--- src/lts_pkg.sv ---
// ----------------------------------------------------------------------------
// Token scanner package
// Scan modes, token kind codes, error codes and character class helpers.
// ----------------------------------------------------------------------------
package lts_pkg;

  typedef enum logic [4:0] {
    M_IDLE, M_OP, M_SLASH, M_DOTP, M_NINT, M_NDOT, M_NFRAC, M_NEXP, M_NSIGN,
    M_NEXPD, M_IDENT, M_STR, M_STRESC, M_LCOM, M_BC, M_BCS, M_BCT
  } scan_mode_e;

  localparam logic [5:0] K_LPAREN  = 6'd0;
  localparam logic [5:0] K_RPAREN  = 6'd1;
  localparam logic [5:0] K_LBRACE  = 6'd2;
  localparam logic [5:0] K_RBRACE  = 6'd3;
  localparam logic [5:0] K_COMMA   = 6'd4;
  localparam logic [5:0] K_DOT     = 6'd5;
  localparam logic [5:0] K_MINUS   = 6'd6;
  localparam logic [5:0] K_PLUS    = 6'd7;
  localparam logic [5:0] K_SEMI    = 6'd8;
  localparam logic [5:0] K_SLASH   = 6'd9;
  localparam logic [5:0] K_STAR    = 6'd10;
  localparam logic [5:0] K_QUEST   = 6'd11;
  localparam logic [5:0] K_COLON   = 6'd12;
  localparam logic [5:0] K_BANG    = 6'd13;
  localparam logic [5:0] K_EQUAL   = 6'd15;
  localparam logic [5:0] K_GREATER = 6'd17;
  localparam logic [5:0] K_LESS    = 6'd19;
  localparam logic [5:0] K_IDENT   = 6'd21;
  localparam logic [5:0] K_STRING  = 6'd22;
  localparam logic [5:0] K_NUMBER  = 6'd23;
  localparam logic [5:0] K_KEY0    = 6'd24;
  localparam logic [5:0] K_BYTE    = 6'd41;
  localparam logic [5:0] K_ERROR   = 6'd42;
  localparam logic [5:0] K_END     = 6'd43;

  localparam logic [2:0] E_NONE       = 3'd0;
  localparam logic [2:0] E_ESCAPE     = 3'd1;
  localparam logic [2:0] E_OPEN_STR   = 3'd2;
  localparam logic [2:0] E_EMPTY_EXP  = 3'd3;
  localparam logic [2:0] E_OPEN_COM   = 3'd4;
  localparam logic [2:0] E_UNEXPECTED = 3'd5;

  localparam int NumKw = 17;
  localparam logic [47:0] KW_TEXT [NumKw] = '{
    48'("and"), 48'("class"), 48'("else"), 48'("false"), 48'("for"),
    48'("fun"), 48'("if"), 48'("nil"), 48'("or"), 48'("print"),
    48'("return"), 48'("super"), 48'("this"), 48'("true"), 48'("var"),
    48'("while"), 48'("break")
  };

  function automatic logic is_digit(logic [7:0] c);
    return c >= "0" && c <= "9";
  endfunction

  function automatic logic is_alpha(logic [7:0] c);
    return (c >= "a" && c <= "z") || (c >= "A" && c <= "Z");
  endfunction

  function automatic logic is_word(logic [7:0] c);
    return is_alpha(c) || is_digit(c) || c == "_";
  endfunction

  function automatic logic [5:0] op_kind(logic [7:0] c);
    logic [5:0] k;
    case (c)
      "=":     k = K_EQUAL;
      ">":     k = K_GREATER;
      "<":     k = K_LESS;
      default: k = K_BANG;
    endcase
    return k;
  endfunction

endpackage

--- src/lts_front.sv ---
// ----------------------------------------------------------------------------
// Token scanner front end
// Takes one source byte per cycle when take_i is set; forms up to three words.
// ----------------------------------------------------------------------------
module lts_front import lts_pkg::*; #(
  parameter int OFFSET_BITS = 24,
  parameter int LINE_BITS   = 20,
  parameter int COLUMN_BITS = 16,
  parameter int NEST_BITS   = 8
) (
  input  logic                 clk_i,
  input  logic                 rst_ni,
  input  logic                 take_i,
  input  logic                 action_i,
  input  logic [7:0]           code_i,
  output logic                 wr_o,
  output logic [1:0]           wr_n_o,
  output logic [3*(6+8+2*OFFSET_BITS+LINE_BITS+COLUMN_BITS+3)-1:0] wr_res_o
);

  typedef struct packed {
    logic [5:0]             kind;
    logic [7:0]             byte_value;
    logic [OFFSET_BITS-1:0] start;
    logic [OFFSET_BITS-1:0] len;
    logic [LINE_BITS-1:0]   line;
    logic [COLUMN_BITS-1:0] column;
    logic [2:0]             err;
  } res_t;

  localparam logic [OFFSET_BITS-1:0] MaxOff  = '1;
  localparam logic [LINE_BITS-1:0]   MaxLine = '1;
  localparam logic [COLUMN_BITS-1:0] MaxCol  = '1;
  localparam logic [NEST_BITS-1:0]   MaxNest = '1;

  scan_mode_e             mode_q, mode_d;
  logic [7:0]             pend_q, pend_d;
  logic [47:0]            word_q, word_d;
  logic [2:0]             wcnt_q, wcnt_d;
  logic                   wlong_q, wlong_d;
  logic [NEST_BITS-1:0]   depth_q, depth_d;
  logic [OFFSET_BITS-1:0] pos_q, pos_d, tstart_q, tstart_d, moff_q, moff_d;
  logic [LINE_BITS-1:0]   line_q, line_d;
  logic [COLUMN_BITS-1:0] col_q, col_d, scol_q, scol_d, mcol_q, mcol_d;
  logic [OFFSET_BITS-1:0] old_pos;
  logic [COLUMN_BITS-1:0] old_col;
  logic                   acc;
  logic [1:0]             n;
  res_t [2:0]             res;
  logic [5:0]             wkind;
  logic [8:0]             dec;

  function automatic res_t mk(logic [5:0] k, logic [7:0] b, logic [OFFSET_BITS-1:0] s,
                              logic [OFFSET_BITS-1:0] p, logic [LINE_BITS-1:0] ln,
                              logic [COLUMN_BITS-1:0] cl, logic [2:0] e);
    res_t r;
    r.kind = k;
    r.byte_value = b;
    r.start = s;
    r.len = p - s;
    r.line = ln;
    r.column = cl;
    r.err = e;
    return r;
  endfunction

  always_comb begin
    wkind = K_IDENT;
    if (!wlong_q) begin
      for (int i = 0; i < NumKw; i++) begin
        if (word_q == KW_TEXT[i]) begin
          wkind = K_KEY0 + 6'(i);
        end
      end
    end
  end

  always_comb begin
    unique case (mode_q)
      M_OP:    acc = code_i == "=";
      M_SLASH: acc = code_i == "/" || code_i == "*";
      M_DOTP, M_NDOT, M_NSIGN, M_NEXPD: acc = is_digit(code_i);
      M_NINT:  acc = is_digit(code_i) || code_i == "." || code_i == "e" || code_i == "E";
      M_NFRAC: acc = is_digit(code_i) || code_i == "e" || code_i == "E";
      M_NEXP:  acc = is_digit(code_i) || code_i == "+" || code_i == "-";
      M_IDENT: acc = is_word(code_i);
      M_LCOM:  acc = code_i != 8'h0a;
      default: acc = 1'b1;
    endcase
  end

  always_comb begin
    mode_d = mode_q;
    pend_d = pend_q;
    word_d = word_q;
    wcnt_d = wcnt_q;
    wlong_d = wlong_q;
    depth_d = depth_q;
    pos_d = pos_q;
    tstart_d = tstart_q;
    moff_d = moff_q;
    line_d = line_q;
    col_d = col_q;
    scol_d = scol_q;
    mcol_d = mcol_q;
    n = 2'd0;
    res = '0;
    old_pos = pos_q;
    old_col = col_q;
    dec = 9'h100;

    if (action_i || !acc) begin
      unique case (mode_q)
        M_OP: begin
          res[n] = mk(op_kind(pend_q), 8'd0, tstart_d, pos_d, line_d, scol_d, E_NONE);
          n = n + 2'd1;
        end
        M_SLASH: begin
          res[n] = mk(K_SLASH, 8'd0, tstart_d, pos_d, line_d, scol_d, E_NONE);
          n = n + 2'd1;
        end
        M_DOTP: begin
          res[n] = mk(K_DOT, 8'd0, tstart_d, pos_d, line_d, scol_d, E_NONE);
          n = n + 2'd1;
        end
        M_NINT, M_NFRAC, M_NEXPD: begin
          res[n] = mk(K_NUMBER, 8'd0, tstart_d, pos_d, line_d, scol_d, E_NONE);
          n = n + 2'd1;
        end
        M_NDOT: begin
          res[n] = mk(K_NUMBER, 8'd0, tstart_d, moff_d, line_d, scol_d, E_NONE);
          n = n + 2'd1;
          tstart_d = moff_d;
          scol_d = mcol_d;
          res[n] = mk(K_DOT, 8'd0, tstart_d, pos_d, line_d, scol_d, E_NONE);
          n = n + 2'd1;
        end
        M_NEXP, M_NSIGN: begin
          res[n] = mk(K_ERROR, 8'd0, tstart_d, pos_d, line_d, col_d, E_EMPTY_EXP);
          n = n + 2'd1;
        end
        M_IDENT: begin
          res[n] = mk(wkind, 8'd0, tstart_d, pos_d, line_d, scol_d, E_NONE);
          n = n + 2'd1;
        end
        M_STR, M_STRESC: begin
          res[n] = mk(K_ERROR, 8'd0, tstart_d, pos_d, line_d, col_d, E_OPEN_STR);
          n = n + 2'd1;
        end
        M_BC, M_BCS, M_BCT: begin
          res[n] = mk(K_ERROR, 8'd0, tstart_d, pos_d, line_d, col_d, E_OPEN_COM);
          n = n + 2'd1;
        end
        default: begin
        end
      endcase
      mode_d = M_IDLE;
    end

    if (action_i) begin
      res[n] = mk(K_END, 8'd0, pos_d, pos_d, line_d, scol_d, E_NONE);
      n = n + 2'd1;
      mode_d = M_IDLE;
      pend_d = 8'd0;
      word_d = '0;
      wcnt_d = 3'd0;
      wlong_d = 1'b0;
      depth_d = '0;
      pos_d = '0;
      tstart_d = '0;
      moff_d = '0;
      line_d = LINE_BITS'(1);
      col_d = COLUMN_BITS'(1);
      scol_d = COLUMN_BITS'(1);
      mcol_d = COLUMN_BITS'(1);
    end else begin
      old_pos = pos_d;
      old_col = col_d;
      if (mode_d == M_IDLE) begin
        tstart_d = pos_d;
        scol_d = col_d;
      end
      if (pos_d != MaxOff) pos_d = pos_d + 1'b1;
      if (code_i == 8'h0a) begin
        if (line_d != MaxLine) line_d = line_d + 1'b1;
        col_d = COLUMN_BITS'(1);
      end else if (col_d != MaxCol) begin
        col_d = col_d + 1'b1;
      end

      unique case (mode_d)
        M_IDLE: begin
          case (code_i)
            "(", ")", "{", "}", ",", "-", "+", ";", "*", "?", ":": begin
              case (code_i)
                "(":     res[n] = mk(K_LPAREN, 8'd0, tstart_d, pos_d, line_d, scol_d, E_NONE);
                ")":     res[n] = mk(K_RPAREN, 8'd0, tstart_d, pos_d, line_d, scol_d, E_NONE);
                "{":     res[n] = mk(K_LBRACE, 8'd0, tstart_d, pos_d, line_d, scol_d, E_NONE);
                "}":     res[n] = mk(K_RBRACE, 8'd0, tstart_d, pos_d, line_d, scol_d, E_NONE);
                ",":     res[n] = mk(K_COMMA, 8'd0, tstart_d, pos_d, line_d, scol_d, E_NONE);
                "-":     res[n] = mk(K_MINUS, 8'd0, tstart_d, pos_d, line_d, scol_d, E_NONE);
                "+":     res[n] = mk(K_PLUS, 8'd0, tstart_d, pos_d, line_d, scol_d, E_NONE);
                ";":     res[n] = mk(K_SEMI, 8'd0, tstart_d, pos_d, line_d, scol_d, E_NONE);
                "*":     res[n] = mk(K_STAR, 8'd0, tstart_d, pos_d, line_d, scol_d, E_NONE);
                "?":     res[n] = mk(K_QUEST, 8'd0, tstart_d, pos_d, line_d, scol_d, E_NONE);
                default: res[n] = mk(K_COLON, 8'd0, tstart_d, pos_d, line_d, scol_d, E_NONE);
              endcase
              n = n + 2'd1;
            end
            "!", "=", "<", ">": begin
              pend_d = code_i;
              mode_d = M_OP;
            end
            "/": mode_d = M_SLASH;
            ".": mode_d = M_DOTP;
            " ", 8'h0d, 8'h09, 8'h0a: begin
            end
            "\"": mode_d = M_STR;
            default: begin
              if (is_digit(code_i)) begin
                mode_d = M_NINT;
              end else if (is_alpha(code_i) || code_i == "_") begin
                word_d = {40'd0, code_i};
                wcnt_d = 3'd1;
                wlong_d = 1'b0;
                mode_d = M_IDENT;
              end else begin
                res[n] = mk(K_ERROR, code_i, tstart_d, pos_d, line_d, col_d, E_UNEXPECTED);
                n = n + 2'd1;
              end
            end
          endcase
        end
        M_OP: begin
          res[n] = mk(op_kind(pend_d) + 6'd1, 8'd0, tstart_d, pos_d, line_d, scol_d, E_NONE);
          n = n + 2'd1;
          mode_d = M_IDLE;
        end
        M_SLASH: begin
          if (code_i == "/") begin
            mode_d = M_LCOM;
          end else begin
            depth_d = NEST_BITS'(1);
            mode_d = M_BC;
          end
        end
        M_DOTP: mode_d = M_NINT;
        M_NINT: begin
          if (code_i == ".") begin
            moff_d = old_pos;
            mcol_d = old_col;
            mode_d = M_NDOT;
          end else if (code_i == "e" || code_i == "E") begin
            mode_d = M_NEXP;
          end
        end
        M_NDOT: mode_d = M_NFRAC;
        M_NFRAC: begin
          if (code_i == "e" || code_i == "E") mode_d = M_NEXP;
        end
        M_NEXP: mode_d = is_digit(code_i) ? M_NEXPD : M_NSIGN;
        M_NSIGN: mode_d = M_NEXPD;
        M_NEXPD, M_LCOM: begin
        end
        M_IDENT: begin
          if (wcnt_d < 3'd6) begin
            word_d = {word_d[39:0], code_i};
            wcnt_d = wcnt_d + 3'd1;
          end else begin
            wlong_d = 1'b1;
          end
        end
        M_STR: begin
          if (code_i == "\"") begin
            res[n] = mk(K_STRING, 8'd0, tstart_d, pos_d, line_d, scol_d, E_NONE);
            n = n + 2'd1;
            mode_d = M_IDLE;
          end else if (code_i == "\\") begin
            mode_d = M_STRESC;
          end else begin
            res[n] = mk(K_BYTE, code_i, tstart_d, pos_d, line_d, scol_d, E_NONE);
            n = n + 2'd1;
          end
        end
        M_STRESC: begin
          case (code_i)
            "\"", "\\": dec = {1'b0, code_i};
            "n":        dec = 9'd10;
            "r":        dec = 9'd13;
            "t":        dec = 9'd9;
            default:    dec = 9'h100;
          endcase
          if (!dec[8]) begin
            res[n] = mk(K_BYTE, dec[7:0], tstart_d, pos_d, line_d, scol_d, E_NONE);
          end else begin
            res[n] = mk(K_ERROR, code_i, tstart_d, pos_d, line_d, col_d, E_ESCAPE);
          end
          n = n + 2'd1;
          mode_d = M_STR;
        end
        M_BC: begin
          if (code_i == "/") mode_d = M_BCS;
          else if (code_i == "*") mode_d = M_BCT;
        end
        M_BCS: begin
          if (code_i == "*") begin
            if (depth_d != MaxNest) depth_d = depth_d + 1'b1;
            mode_d = M_BC;
          end else if (code_i != "/") begin
            mode_d = M_BC;
          end
        end
        M_BCT: begin
          if (code_i == "/") begin
            if (depth_d != '0) depth_d = depth_d - 1'b1;
            mode_d = (depth_d == '0) ? M_IDLE : M_BC;
          end else if (code_i != "*") begin
            mode_d = M_BC;
          end
        end
        default: mode_d = M_IDLE;
      endcase
    end
  end

  assign wr_o = take_i && n != 2'd0;
  assign wr_n_o = n;
  assign wr_res_o = res;

  always_ff @(posedge clk_i or negedge rst_ni) begin
    if (!rst_ni) begin
      mode_q <= M_IDLE;
      pend_q <= 8'd0;
      word_q <= '0;
      wcnt_q <= 3'd0;
      wlong_q <= 1'b0;
      depth_q <= '0;
      pos_q <= '0;
      tstart_q <= '0;
      moff_q <= '0;
      line_q <= LINE_BITS'(1);
      col_q <= COLUMN_BITS'(1);
      scol_q <= COLUMN_BITS'(1);
      mcol_q <= COLUMN_BITS'(1);
    end else if (take_i) begin
      mode_q <= mode_d;
      pend_q <= pend_d;
      word_q <= word_d;
      wcnt_q <= wcnt_d;
      wlong_q <= wlong_d;
      depth_q <= depth_d;
      pos_q <= pos_d;
      tstart_q <= tstart_d;
      moff_q <= moff_d;
      line_q <= line_d;
      col_q <= col_d;
      scol_q <= scol_d;
      mcol_q <= mcol_d;
    end
  end

`ifndef SYNTH
  a_tstart_le_pos: assert property (@(posedge clk_i) disable iff (!rst_ni)
    tstart_q <= pos_q) else $error("token start beyond position");
  a_line_nonzero: assert property (@(posedge clk_i) disable iff (!rst_ni)
    line_q != '0 && col_q != '0) else $error("line or column at zero");
  a_end_resets: assert property (@(posedge clk_i) disable iff (!rst_ni)
    take_i && action_i |=> mode_q == M_IDLE && pos_q == '0)
    else $error("end marker did not reset the scanner");
`endif

endmodule

--- src/lts_queue.sv ---
// ----------------------------------------------------------------------------
// Token scanner result queue
// Holds word bundles from the front end and hands them out one word at a time.
// ----------------------------------------------------------------------------
module lts_queue import lts_pkg::*; #(
  parameter int OFFSET_BITS = 24,
  parameter int LINE_BITS   = 20,
  parameter int COLUMN_BITS = 16
) (
  input  logic                   clk_i,
  input  logic                   rst_ni,
  input  logic                   wr_i,
  input  logic [1:0]             wr_n_i,
  input  logic [3*(6+8+2*OFFSET_BITS+LINE_BITS+COLUMN_BITS+3)-1:0] wr_res_i,
  output logic                   full_o,
  output logic                   empty_o,
  input  logic                   pop_i,
  output logic [5:0]             kind_o,
  output logic [7:0]             byte_value_o,
  output logic [OFFSET_BITS-1:0] start_offset_o,
  output logic [OFFSET_BITS-1:0] length_o,
  output logic [LINE_BITS-1:0]   line_o,
  output logic [COLUMN_BITS-1:0] column_o,
  output logic [2:0]             error_code_o,
  output logic                   last_o
);

  typedef struct packed {
    logic [5:0]             kind;
    logic [7:0]             byte_value;
    logic [OFFSET_BITS-1:0] start;
    logic [OFFSET_BITS-1:0] len;
    logic [LINE_BITS-1:0]   line;
    logic [COLUMN_BITS-1:0] column;
    logic [2:0]             err;
  } res_t;

  typedef struct packed {
    logic [1:0] n;
    res_t [2:0] res;
  } bundle_t;

  bundle_t    mem_q [4];
  logic [1:0] wp_q, wp_d, rp_q, rp_d, idx_q, idx_d;
  logic [2:0] cnt_q, cnt_d;
  bundle_t    head;
  res_t       cur;
  logic       take, done;

  assign head = mem_q[rp_q];
  assign cur = head.res[idx_q];
  assign full_o = cnt_q == 3'd4;
  assign empty_o = cnt_q == 3'd0;
  assign last_o = idx_q == head.n - 2'd1;
  assign take = pop_i && !empty_o;
  assign done = take && last_o;

  assign kind_o = cur.kind;
  assign byte_value_o = cur.byte_value;
  assign start_offset_o = cur.start;
  assign length_o = cur.len;
  assign line_o = cur.line;
  assign column_o = cur.column;
  assign error_code_o = cur.err;

  always_comb begin
    wp_d = wr_i ? wp_q + 2'd1 : wp_q;
    rp_d = done ? rp_q + 2'd1 : rp_q;
    idx_d = done ? 2'd0 : (take ? idx_q + 2'd1 : idx_q);
    cnt_d = cnt_q + {2'd0, wr_i} - {2'd0, done};
  end

  always_ff @(posedge clk_i) begin
    if (wr_i) begin
      mem_q[wp_q] <= {wr_n_i, wr_res_i};
    end
  end

  always_ff @(posedge clk_i or negedge rst_ni) begin
    if (!rst_ni) begin
      wp_q <= 2'd0;
      rp_q <= 2'd0;
      idx_q <= 2'd0;
      cnt_q <= 3'd0;
    end else begin
      wp_q <= wp_d;
      rp_q <= rp_d;
      idx_q <= idx_d;
      cnt_q <= cnt_d;
    end
  end

`ifndef SYNTH
  a_no_overflow: assert property (@(posedge clk_i) disable iff (!rst_ni)
    cnt_q <= 3'd4 && !(wr_i && full_o)) else $error("queue overflow");
  a_idx_in_bundle: assert property (@(posedge clk_i) disable iff (!rst_ni)
    !empty_o |-> idx_q < head.n) else $error("word index past bundle end");
  a_no_empty_bundle: assert property (@(posedge clk_i) disable iff (!rst_ni)
    wr_i |-> wr_n_i != 2'd0) else $error("empty bundle written");
`endif

endmodule

--- src/lox_token_scanner.sv ---
// ----------------------------------------------------------------------------
// Token scanner top level
// Streaming lexical scanner: source bytes in, tokens, string bytes and errors out.
// ----------------------------------------------------------------------------
// The scanner takes one source byte (or the end marker) per cycle whenever
// full is low, and each byte yields zero to three result words in the same
// cycle, which enter a four-bundle queue; the result side hands out one word
// per cycle while pop is high, so the sustained byte rate is one per cycle as
// long as bytes average at most one result word each, and otherwise is set
// by the one-word result port draining the queue.
module lox_token_scanner import lts_pkg::*; #(
  parameter int OFFSET_BITS = 24,
  parameter int LINE_BITS   = 20,
  parameter int COLUMN_BITS = 16,
  parameter int NEST_BITS   = 8
) (
  input  logic                   clk_i,
  input  logic                   rst_ni,
  input  logic                   push,
  output logic                   full,
  input  logic                   action_i,
  input  logic [7:0]             code_i,
  output logic                   empty,
  input  logic                   pop,
  output logic [5:0]             kind_o,
  output logic [7:0]             byte_value_o,
  output logic [OFFSET_BITS-1:0] start_offset_o,
  output logic [OFFSET_BITS-1:0] length_o,
  output logic [LINE_BITS-1:0]   line_o,
  output logic [COLUMN_BITS-1:0] column_o,
  output logic [2:0]             error_code_o,
  output logic                   last_o
);

  logic       take, wr;
  logic [1:0] wr_n;
  logic [3*(6+8+2*OFFSET_BITS+LINE_BITS+COLUMN_BITS+3)-1:0] wr_res;

  assign take = push && !full;

  lts_front #(
    .OFFSET_BITS(OFFSET_BITS), .LINE_BITS(LINE_BITS),
    .COLUMN_BITS(COLUMN_BITS), .NEST_BITS(NEST_BITS)
  ) u_front (
    .clk_i, .rst_ni, .take_i(take), .action_i, .code_i,
    .wr_o(wr), .wr_n_o(wr_n), .wr_res_o(wr_res)
  );

  lts_queue #(
    .OFFSET_BITS(OFFSET_BITS), .LINE_BITS(LINE_BITS), .COLUMN_BITS(COLUMN_BITS)
  ) u_queue (
    .clk_i, .rst_ni, .wr_i(wr), .wr_n_i(wr_n), .wr_res_i(wr_res),
    .full_o(full), .empty_o(empty), .pop_i(pop),
    .kind_o, .byte_value_o, .start_offset_o, .length_o, .line_o, .column_o,
    .error_code_o, .last_o
  );

endmodule

--- config.mk ---
export PLATFORM = sky130hd
export DESIGN_NAME = lox_token_scanner
export DESIGN_NICKNAME = d
export VERILOG_FILES = /design/src/lts_pkg.sv /design/src/lts_front.sv /design/src/lts_queue.sv /design/src/lox_token_scanner.sv
export SDC_FILE = /design/constraint.sdc
export NUM_CORES = 2
export LEC_CHECK = 0
export ABC_AREA = 0
export CAP_MARGIN = 25
export CORE_ASPECT_RATIO = 1.75
export CORE_MARGIN = 2
export CORE_UTILIZATION = 50
export DETAILED_ROUTE_END_ITERATION = 7
export DONT_BUFFER_PORTS = 1
export GPL_ROUTABILITY_DRIVEN = 0
export PLACE_DENSITY = 0.68
export SETUP_SLACK_MARGIN = 0.5
export SLEW_MARGIN = 15
export SYNTH_ARGS = -nofsm -noshare
export SYNTH_HDL_FRONTEND = slang
export SYNTH_SLANG_ARGS = --single-unit
export TNS_END_PERCENT = 100
--- constraint.sdc ---
create_clock -name clk_i -period 10.4 [get_ports clk_i]
set_input_delay 0 -clock clk_i [delete_from_list [all_inputs] [get_ports clk_i]]
set_output_delay 0 -clock clk_i [all_outputs]
set_load 0.01 [all_outputs]
Yosys cells after proc, flatten, opt, wreduce, memory -nomap -nowiden
Memory sizes are Yosys's and may differ from the RTL's.
Index checks and enable logic that the tools add are counted.
Widths: inputs -> output; s select.
{"block": "totals", "wordCells": 351, "reg_bits": 222, "ram_bits": 1220, "output_inout_bits": 104, "mem_count": 1}
{"memory": "u_queue.mem_q", "words": 4, "word_bits": 305, "read_ports": 1, "rd_ports_with_merged_regs": 0, "write_ports": 1, "line_no": "lts_queue.sv:43", "source": "bundle_t mem_q [4];"}
{"block": "classes", "n_mux": 149, "n_reduce_logical": 56, "n_eq_ne": 99, "addsub": 19, "n_lt_le_gt_ge": 10}
{"cell": "$bwmux 303", "n": 18}
{"cell": "$pmux 303 s10", "n": 1}
{"cell": "$mux 303", "n": 6}
{"cell": "$pmux 303 s4", "n": 1}
{"cell": "$pmux 101 s9", "n": 1}
{"cell": "$pmux 303 s2", "n": 1}
{"cell": "$eq 48x39->1 const B", "n": 6}
{"cell": "$mux 24", "n": 11}
{"cell": "$eq 48x23->1 const B", "n": 5}
{"cell": "$mux 48", "n": 5}
{"cell": "$bmux 101 s2", "n": 1}
{"cell": "$demux 101 s2", "n": 1}
{"cell": "$mux 101", "n": 2}
{"cell": "$mux 202", "n": 1}
{"cell": "$mux 16", "n": 12}
{"cell": "$eq 8x6->1 const B", "n": 20}
{"cell": "$eq 48x31->1 const B", "n": 3}
{"cell": "$sub 24x24->24", "n": 5}
{"cell": "$mux 98", "n": 1}
{"cell": "$eq 48x15->1 const B", "n": 2}
{"cell": "$mux 8", "n": 12}
{"cell": "$pmux 48 s2", "n": 1}
{"cell": "$eq 5x4->1 const B", "n": 16}
{"cell": "$mux 20", "n": 4}
{"cell": "other kinds (71)", "n": 197}

Logic depth before layout (Yosys ltp)
{"block": "depth", "depth_word": 27, "ltp_mapped": 25}

Hierarchy
Synthesis repeated with hierarchy kept, for this count alone.
{"block": "hier_totals", "hier_cells": 5255, "area_unflattened_um2": 70174.8}
{"mod": "lts_queue", "n_inst": 1, "cells_each": 1986, "area_each_um2": 46475.8}
{"mod": "lts_front", "n_inst": 1, "cells_each": 3268, "area_each_um2": 23685.2}
{"mod": "lox_token_scanner", "n_inst": 1, "cells_each": 1, "area_each_um2": 13.8}

Least setup slack after synthesis
Ideal clock, no wire load.
{"block": "synth_path", "path_kind": "reg2reg", "start": "register u_front.mode_q[3]", "end": "memory u_queue.mem_q[0][0] in the netlist's numbering (enable)", "arrival_time_ns": 10.220, "slack_ns": -0.524, "stages_incl_launch_ff": 16, "setup_ns": 0.704, "period_less_slack_ns": 10.924, "cell_sequence": "dfrtp_1 > clkbuf_1 > nor3_1 > nand3_1 > o311ai_1 > nor3_2 > nand2_1 > nand2_1 > nand2_1 > clkbuf_1 > buf_1 > ha_1 > nand2_1 > o21ai_0 > o21a_1 > and2_1"}
{"block": "synth_between", "elab_chain_len": 16, "elab_cells_between_ends": 41, "classes_between": "add/sub: 1; eq/ne: 19; mux: 13; reduce/logical: 8"}
{"element": "from (decl)", "line_no": "lts_front.sv:36", "source": "scan_mode_e mode_q, mode_d;"}
{"element": "from (signal assigned)", "line_no": "lts_front.sv:346", "source": "mode_q <= mode_d;"}
{"element": "$eq 5x2->1, or another cell as far along", "line_no": "lts_front.sv:79, lts_front.sv:113"}
{"element": "$reduce_or 4->1", "line_no": "lts_front.sv:79", "source": "unique case (mode_q)"}
{"element": "$pmux 1 s8", "line_no": "lts_front.sv:79"}
{"element": "$logic_not 1->1", "line_no": "lts_front.sv:112", "source": "if (action_i || !acc) begin"}
{"element": "$logic_or 1x1->1", "line_no": "lts_front.sv:112"}
{"element": "$mux 2", "line_no": "lts_front.sv:112"}
{"element": "$add 2x1->2"}
{"element": "$mux 2", "line_no": "lts_front.sv:222", "source": "end else if (is_alpha(code_i) || code_i == \"_\") begin"}
{"element": "[... 2 more ...]"}
{"element": "$pmux 2 s3", "line_no": "lts_front.sv:191", "source": "unique case (mode_d)"}
{"element": "$mux 2 (*)", "line_no": "lts_front.sv:160", "source": "if (action_i) begin"}
{"element": "via u_front.wr_n_o[1]", "line_no": "lts_front.sv:17", "source": "output logic [1:0] wr_n_o,"}
{"element": "$reduce_bool 2->1 (*)", "line_no": "lts_front.sv:326", "source": "assign wr_o = take_i && n != 2'd0;"}
{"element": "$logic_and 1x1->1 (*)", "line_no": "lts_front.sv:326"}
{"element": "via u_front.wr_o", "line_no": "lts_front.sv:16", "source": "output logic wr_o,"}
{"element": "$mux 1 (*)", "line_no": "lts_queue.sv:74", "source": "if (wr_i) begin"}
{"element": "$mux 1 (implied by the code) (*)", "line_no": "lts_queue.sv:75", "source": "mem_q[wp_q] <= {wr_n_i, wr_res_i};"}
{"element": "to (decl)", "line_no": "lts_queue.sv:43"}
Mark *: on every way through the listed nets, which the timed path passes. The rest lies on a longest branch.

Worst setup path after layout
{"block": "layout_path", "start": "register u_front.mode_q[2]", "end": "memory u_queue.mem_q[0][62] in the netlist's numbering (data pin)"}
{"block": "layout_between", "elab_chain_len": 16, "elab_cells_between_ends": 71, "classes_between": "add/sub: 1; order compare: 2; eq/ne: 19; mux: 39; reduce/logical: 10"}
{"element": "branches (longest 15 deep; another with $sub 24x24->24)"}
{"element": "$mux 303 (*)", "line_no": "lts_front.sv:160"}
{"element": "via u_front.wr_res_o[62]", "line_no": "lts_front.sv:18", "source": "output logic [3*(6+8+2*OFFSET_BITS+LINE_BITS+COLUMN_BITS+3)-1:0] wr_res_o"}
Mark *: on every way through the listed nets, which the timed path passes. The select of a mux whose other input is x is not followed.

==> qor.txt <==
status - finished, violations left
failing checks - DRC
Startpoint Class - flop
worst hold margin - 0.0392 ns
clk_lat worst skew - 0.81 ns
port bufs - 0
Post-Syn Nets - 5,539
Setup crit end kind - flop
FMAX - 127 MHz
# IOs - 117
Die Height - 500 um
Hold Vio Cnt, Final - 0
vias in the first global route - 48,142
FP Rows - 182
Post-Synth Adder-Cell Area - 0.0208
XOR/XNOR Fraction of Synth Area - 0.0172
via count - 48,990
initial antenna violation count - 8
first-pass GRT wire length - 313,000 um
commonest non-fill, non-tap cell in the layout - edfxtp_1
final WL - 211,000 um
Arr. time, crit path - 8.31 ns
grt ovf - 0
share of layout cells above drive strength 1 - 0.129
Max-cap violations - 0
Antenna Nets Post-Route - 0
maximum vdd drop - 0.000193 V
GRT Total Usage - 0.293
most frequent cells in the layout - edfxtp_1, nand2_1, o21ai_0, nor2_1, mux4_2
via-per-instance ratio - 6.77
drt initial violations - 6,195
Clock Tree Root - clkbuf_16
clock tree from TritonCTS - built
post-layout net count - 5,406
clock slew at reported path FFs - 0.07 ns
Syn. warnings - 0
kind of critical path - flop to flop
largest family of logic cells by synthesized area - compound AO/OA/AOI/OAI gates
Avg Cell Area, Syn - 13.0 um2
Die Area - 0.144 mm2
Worst Max-Slew Pin Slew - 1.19 ns
DR WL/cell - 29.2 um
final setup fails - 0
PnR worst setup slack - 2.55 ns
Post-Synth Simple-Gate Area - 0.0895
total chip power - 0.0228 W
DR pass1 iterations - 8
Post-synth EDFFs - 1,212
post-synthesis sequential area ratio - 0.597
pwr dens - 296 mW/mm2
count of cell types in the netlist - 105
CTS Sinks - 1,434
RSZ-0062 raised after global routing - no
min-delay worst type - input pin to flop
Synth Register Bits - 1,434
leakage - 26.3 nW
TritonCTS Buffers - 131
post-synthesis async set-or-reset flop share - 0.155
clock tree buffer depth - 3
Core ar. - 0.140 mm2
Mapped Area - 0.0703 mm2
Setup TNS - 0 ns
fin crit period - 7.85 ns
Synth-to-Final Area Change - 9.57%
most common flop cell mapped by yosys - edfxtp_1
post-route core utilization - 0.550
cell count after synthesis - 5,412
Die Wd - 287 um
pre-CTS setup slack - 3.25 ns
Compound-Gate Fraction of Synth Area - 0.128
pin count of the biggest net entering global routing - 223
Starting Density - 0.502
DRC - 1
CTS-repair resized insts - 0
critical path fanouts, max - 59
H-tree Lvls - 4
Clock Skew - 0.0429 ns
slew margin rel. - 0.206
DP HPWL - 136,000 um
Slew Limit Fails - 0
crit share post-route - 0.755
mux cell area share after synthesis - 0.120
CP Data Required Time - 10.86 ns
[power breakdown]
part	internal [W]	switching, W
clock	0.00282	0.00222
combinational	0.00322	0.00626
sequential	0.00773	0.000552
[cells in the mapped netlist, types with 99 or more instances]
cell type  instances  area [um2]
nor3_1           115         576
a21oi_1          287        1440
clkbuf_1         294        1100
a22o_1           117        1020
o21ai_0          450        2250
dfrtp_1          218        5460
mux4_2           303        6820
nand2_1          516        1940
ha_1             109        1360
nor2_1           325        1220
inv_1            117         439
o22ai_1           99         619
edfxtp_1        1212       36400
mux2i_1          151        1510
[through the flow]
| stage | cell area [um2] | std cells |
|---|---|---|
| final | 77000 | 7238 |
| after global routing | 77000 | 7231 |
| after CTS | 76900 | 7220 |
| after detailed placement | 72100 | 6954 |
| after global placement | 72000 | 6950 |
| after floorplan | 70300 | 5412 |
[state kept, by name, summed over array words and instances (netlist names)]
name,flops
u_queue.rp_q,2
u_front.col_q,16
u_front.tstart_q,24
u_front.wlong_q,1
u_front.pend_q,8
u_front.mode_q,5
u_front.depth_q,8
u_front.line_q,20
u_queue.idx_q,2
u_queue.wp_q,2
u_front.mcol_q,16
u_front.scol_q,16
u_queue.cnt_q,3
u_front.wcnt_q,3
u_front.word_q,48
u_front.old_pos,24
u_front.moff_q,24
u_queue.mem_q,1212
[cell families after synthesis]
family | Yosys count
adders and majority gates | 114
xor gates and xnor gates | 138
DFF | 1434
AOI/OAI and AO/OA | 1403
buffers and inverters | 512
muxes | 462
and+or+nand+nor | 1349
[per-layer routing]
metal / vias up / global-route usage / wire (um)
met1: 24587 / 0.351 / 74200
met5: - / 0 / 27
met2: 2802 / 0.482 / 103000
li1: 20767 / - / -
met4: 4 / 0.188 / 16200
met3: 830 / 0.0567 / 17600
[worst max-delay path, cell delays in order (launching register included)]
cell and delay (ns):
dfrtp_1 0.62, nor3_1 0.58, nand3_1 0.36, o311ai_1 0.48, nor3_2 0.20, a21oi_4 0.21
buf_4 0.73, mux2i_1 0.96, ha_1 0.28, nor4b_1 0.27, a311oi_1 0.08, mux2_2 0.31
o21ai_1 0.54, nand3_1 0.29, a211oi_1 0.38, nor3_1 0.13, o21ai_0 0.24, a21oi_1 0.10
o31ai_1 0.71
[layout make-up]
class | instances | area, um2
Fill cell | 11306 | 63000
Sequential cell | 1434 | 42000
Multi-Input combinational cell | 3466 | 26500
Clock buffer | 183 | 3720
Tap cell | 1840 | 2300
Timing Repair Buffer | 125 | 1230
Clock inverter | 61 | 798
Inverter | 121 | 454
Antenna cell | 8 | 20.0
[repair_timing]
item / in CTS / in global routing
hold endpoints to repair: 929 / 75
setup buffers: 0 / 0
hold buffers: 22 / 1
setup endpoints to repair: 0 / 0
[final timing paths]
check	start	end	slack, ns	cells past startpoint
max in group asynchronous	rst_ni	u_queue.idx_q[0]$_DFFE_PN0P_	8.67	4
min in group asynchronous	rst_ni	u_front.word_q[39]$_DFFE_PN0P_	0.42	3
min reg2reg	u_queue.cnt_q[2]$_DFF_PN0_	u_queue.cnt_q[2]$_DFF_PN0_	0.49	1
max	u_front.mode_q[2]$_DFFE_PN0P_	u_queue.mem_q[0][62]$_DFFE_PP_	2.55	18
min	code_i[0]	u_front.mode_q[0]$_DFFE_PN0P_	0.04	6
max reg2reg	u_front.mode_q[2]$_DFFE_PN0P_	u_queue.mem_q[0][62]$_DFFE_PP_	2.55	18
No activity file was read; power rests on OpenSTA's default activity.
